===== config.mk =====
export PLATFORM = sky130hd
export DESIGN_NAME = gsar_ram
export DESIGN_NICKNAME = d
export VERILOG_FILES = /design/src/rtl/gsar_ram.sv
export SDC_FILE = /design/constraint.sdc
export NUM_CORES = 2
export LEC_CHECK = 0
export ABC_AREA = 1
export BUFFER_PORTS_ARGS = -buffer_cell sky130_fd_sc_hd__clkbuf_2
export CORE_MARGIN = 1
export CORE_UTILIZATION = 35
export DETAILED_ROUTE_END_ITERATION = 6
export GPL_ROUTABILITY_DRIVEN = 0
export PLACE_DENSITY = 0.48
export SLEW_MARGIN = 15
export SYNTH_ARGS = -nofsm -noshare
export SYNTH_HDL_FRONTEND = slang
export SYNTH_SLANG_ARGS = --single-unit
export TNS_END_PERCENT = 5

===== constraint.sdc =====
create_clock -name clk_i -period 2.2 [get_ports clk_i]
set_input_delay 0.33 -clock clk_i [delete_from_list [all_inputs] [get_ports clk_i]]
set_output_delay 0.33 -clock clk_i [all_outputs]
set_load 0.05 [all_outputs]

===== src/rtl/gsar_ram.sv =====
// Generic single-write, single-read RAM with registered read data.
// No dependencies.
module gsar_ram #(
  parameter int Width = 8,
  parameter int Depth = 256
) (
  input  logic                     clk_i,
  input  logic                     we_i,
  input  logic [$clog2(Depth)-1:0] waddr_i,
  input  logic [Width-1:0]         wdata_i,
  input  logic [$clog2(Depth)-1:0] raddr_i,
  output logic [Width-1:0]         rdata_o
);
  logic [Width-1:0] mem [Depth];

  always_ff @(posedge clk_i) begin
    if (we_i) begin
      mem[waddr_i] <= wdata_i;
    end
    rdata_o <= mem[raddr_i];
  end
endmodule


# --- Yosys cells after proc, flatten, opt, wreduce, memory -nomap -nowiden ---
# Memories as Yosys holds them, arrays and structs flattened. A register that Yosys moved wholly into a read port is not among the register bits.
# Index checks and enable logic that the tools add are counted.
totals:
  mem_bits_rw: 2048
  register_bits: 0
  rom_bits: 0
  n_memories: 1
  latch_bits: 0
op_classes:
  n_lt_le_gt_ge: 0
  bitwise: 0
  n_reduce_logical: 0
  n_eq_ne: 0
  add_sub_neg: 0
  n_mux: 2
  n_mul: 0
  n_div: 0
  n_shift: 0
memory_table:
  columns: ["memory", "depth", "width", "rd", "rd_clocked_by_memory_dff", "write_ports", "line_no", "text"]
  rows:
  - ["mem", 256, 8, 1, 1, 1, "14", "logic [Width-1:0] mem [Depth];"]
ops:
  columns: ["op", "n"]
  rows:
  - ["$mux W1", 2]

# --- Logic depth before layout (Yosys ltp) ---
depth:
  depth_word: 2
  ltp_mapped: 15
  depth_no_buf: 11

# --- Worst setup path before layout ---
# Ideal clock, no wire load.
synth_timing:
  path_type: "input to register"
  from: "in we_i"
  to: "mem mem[162][0], enable pin"
  setup_slack_ns: 0.379
  arrival_ns: 1.451
  required_time_ns: 1.830
  cell_stages: 4
  path_cell_list: "clkbuf_1 > nand3_1 > clkbuf_1 > nor2_1"
synth_via:
  elab_chain_cells: 2
synth_rtl:
  columns: ["item", "line_no", "text"]
  rows:
  - ["start, declared", "8", "input logic we_i,"]
  - ["$mux W1", "17", "if (we_i) begin"]
  - ["$mux W1 (not written as such)", "18", "mem[waddr_i] <= wdata_i;"]
  - ["end, declared", "14", null]
# No other way between the ends.

# --- Worst setup path in the final report ---
layout_timing:
  from: "reg rdata_o[0] (read register of mem)"
  to: "out rdata_o[0]"
layout_rtl:
  columns: ["item", "line_no", "text"]
  rows:
  - ["start, declared", "12", "output logic [Width-1:0] rdata_o"]
# No word-level cell between the ends.

==> results.sh <==
export IMPL_status="complete, no violations"
export IMPL_yosysTopAreaCell="edfxtp_1"
export IMPL_antenna_found_initial=14
export IMPL_power_leakage_nw=35.3
export IMPL_r2r_start="mem[229][5]$_DFFE_PP_"
export IMPL_grt_pass1_wl_um=381000
export IMPL_ys_warn_count=0
export IMPL_critPathCapture="rdata_o[0]"
export IMPL_finalNetCount=7513
export IMPL_layout_common_cells="2108 x nand2_1, 2048 x edfxtp_1, 2019 x nand3_1, 561 x buf_4, 283 x nor2_1"
export IMPL_worst_path_buf_inv=1
export IMPL_routed_wl_um=262000
export IMPL_cp_slowest_cell="dfxtp_1"
export IMPL_h_tree_depth=4
export IMPL_min_path_type="in2reg"
export IMPL_gr_usage_met3_pct=2.97
export IMPL_clockBufferDepth=3
export IMPL_syn_to_final_growth_pct=19.0
export IMPL_rsz0062_at_grt="no"
export IMPL_r2r_end="rdata_o[5]$_DFF_P_"
export IMPL_layout_setup_ws_ps=155
export IMPL_crit_family="flip-flops"
export IMPL_core_area_um2=236000
export IMPL_die_width_um=490
export IMPL_grt_start_max_net_pins=103
export IMPL_finalPower_mw=84.8
export IMPL_drtAntennaViolNets=0
export IMPL_utilization_pct=42.0
export IMPL_synth_top_cell_area_share_pct=73.7
export IMPL_start_kind="register"
export IMPL_num_rows=178
export IMPL_crit_type="reg2out"
export IMPL_crit_path_cell_trace="clkbuf_2"
export IMPL_cp_num_cells=1
export IMPL_insertion_delay_ps=850
export IMPL_cts_sinks=2056
export IMPL_crit_required_ps=1870
export IMPL_ys_seq_area_share_pct=73.9
export IMPL_tightest_slew_ps=817
export IMPL_hold_viol=0
export IMPL_ys_ff_latch=2056
export IMPL_period_minus_slack_ps=2050
export IMPL_die_area_um2=240000
export IMPL_stdcell_area_um2=99200
export IMPL_cts_root_buf="clkbuf_16"
export IMPL_grt_ovfl_total=0
export IMPL_synth_fp_nets=7029
export IMPL_power_density_nw_per_um2=855
export IMPL_grt_most_used_layer="met2"
export IMPL_synthDistinctLibCells=14
export IMPL_slew_violations=0
export IMPL_slew_headroom_pct=45.5
export IMPL_syn_avg_cell_area_um2=11.9
export IMPL_drtPass1Iterations=6
export IMPL_met1_usage_pct=29.8
export IMPL_vias=56001
export IMPL_reg2reg_depth=11
export IMPL_grtUsageMet2_pct=35.1
export IMPL_dp_slack_ps=-481
export IMPL_drive_gt1_share_pct=13.7
export IMPL_first_iter_violations=5727
export IMPL_initial_utilization_pct=35.3
export IMPL_track_usage_pct=21.5
export IMPL_reg2reg_setup_slack_ps=220
export IMPL_hpwl_um=162000
export IMPL_end_kind="output port"
export IMPL_synthCells=7003
export IMPL_cts_tree="done"
export IMPL_routedWlPerCell_um=24.2
export IMPL_finalSetupViolations=0
export IMPL_drc=0
export IMPL_arrival_ps=1720
export IMPL_die_h_um=490
export IMPL_ios=34
export IMPL_clk_pin_slew_ps=60
export IMPL_startpoint="rdata_o[0]$_DFF_P_"
export IMPL_syn_area_um2=83400
export IMPL_crit_fanout=1
export IMPL_dpl_cell_area_um2=92300
export IMPL_io_buffers=33
export IMPL_irDropWorstVdd_uv=849
export IMPL_grt_pass1_vias=54449
export IMPL_fmax_ghz=0.489
export IMPL_cts_buffers=220
export IMPL_layout_commonest_cell="nand2_1"
export IMPL_cpPeakStageDelay_ps=460
export IMPL_fin_crit_sh_pct=93.0
export IMPL_fin_skew_ps=23.5
export IMPL_drv_cap=0
export IMPL_netlist_top_cells_area="edfxtp_1 74%, nand3_1 12%, nand2_1 9.6%, buf_2 1.6%, nor2_1 1.3%"
export IMPL_viasPerCell=5.17
-- power by group --
part | total [mW] | internal [mW] | switching [mW] | leakage (nW)
logic | 5.95 | 1.75 | 4.20 | 13.5
clock network | 35.6 | 20.3 | 15.3 | 3.33
registers | 43.2 | 43.2 | 0.0597 | 18.5
-- registers in the layout (all words and copies together), names as in the netlist --
| register | cells |
|---|---|
| mem | 2048 |
| rdata_o | 8 |
-- cell usage after synthesis --
library cell     n
nand2_1       2123
edfxtp_1      2048
nand3_1       2019
nor2_1         283
buf_2          268
clkbuf_1       112
buf_4           46
buf_1           40
inv_1           36
buf_6           16
dfxtp_1          8
inv_2            2
buf_8            1
inv_4            1
-- kinds of logic after synthesis --
| family | Yosys count | synth area share (%) |
|---|---|---|
| flip-flops | 2056 | 73.9 |
| AND/OR/NAND/NOR | 4425 | 22.9 |
| buffers and inverters | 522 | 3.12 |
-- how the worst min path moves through the flow --
stage / start / end / cells past startpoint
floorplan: wdata_i[0] / mem[0][0]$_DFFE_PP_ / 0
global placement: wdata_i[0] / mem[100][0]$_DFFE_PP_ / 1
detailed placement: wdata_i[0] / mem[111][0]$_DFFE_PP_ / 1
CTS: raddr_i[6] / rdata_o[7]$_DFF_P_ / 5
global route: raddr_i[6] / rdata_o[7]$_DFF_P_ / 5
finish: raddr_i[6] / rdata_o[7]$_DFF_P_ / 5
-- timing repair --
action	CTS	global route
buffers inserted	0	0
gates resized for setup	1	0
endpoints found under the setup margin	1	0
hold buffers	9	0
hold endpoints to repair	184	0
-- stage by stage --
step	hold WS [ps]	TNS (ps)	instances
detailed placement	763	-3360	10406
global placement	770	-3420	10406
CTS	131	0	10818
finish	194	0	10824
floorplan	429	0	7003
global route	182	0	10823
-- routing by layer --
metal / vias up / share of wire, %
met3: 331 / 5.9
met4: 0 / 2.5
met2: 1709 / 48
met1: 28070 / 44
met5: - / 0
li1: 25891 / -
-- cell type report --
type | count | area [um2]
antenna | 6 | 15.0
clock buffer | 280 | 5820
clock inverter | 123 | 1010
fill | 22173 | 137000
inverter | 39 | 180
multi-input combinational | 4425 | 19200
sequential | 2056 | 61700
tap | 3150 | 3940
timing repair buffer | 745 | 7430
No activity file was read; power rests on OpenSTA's default activity.
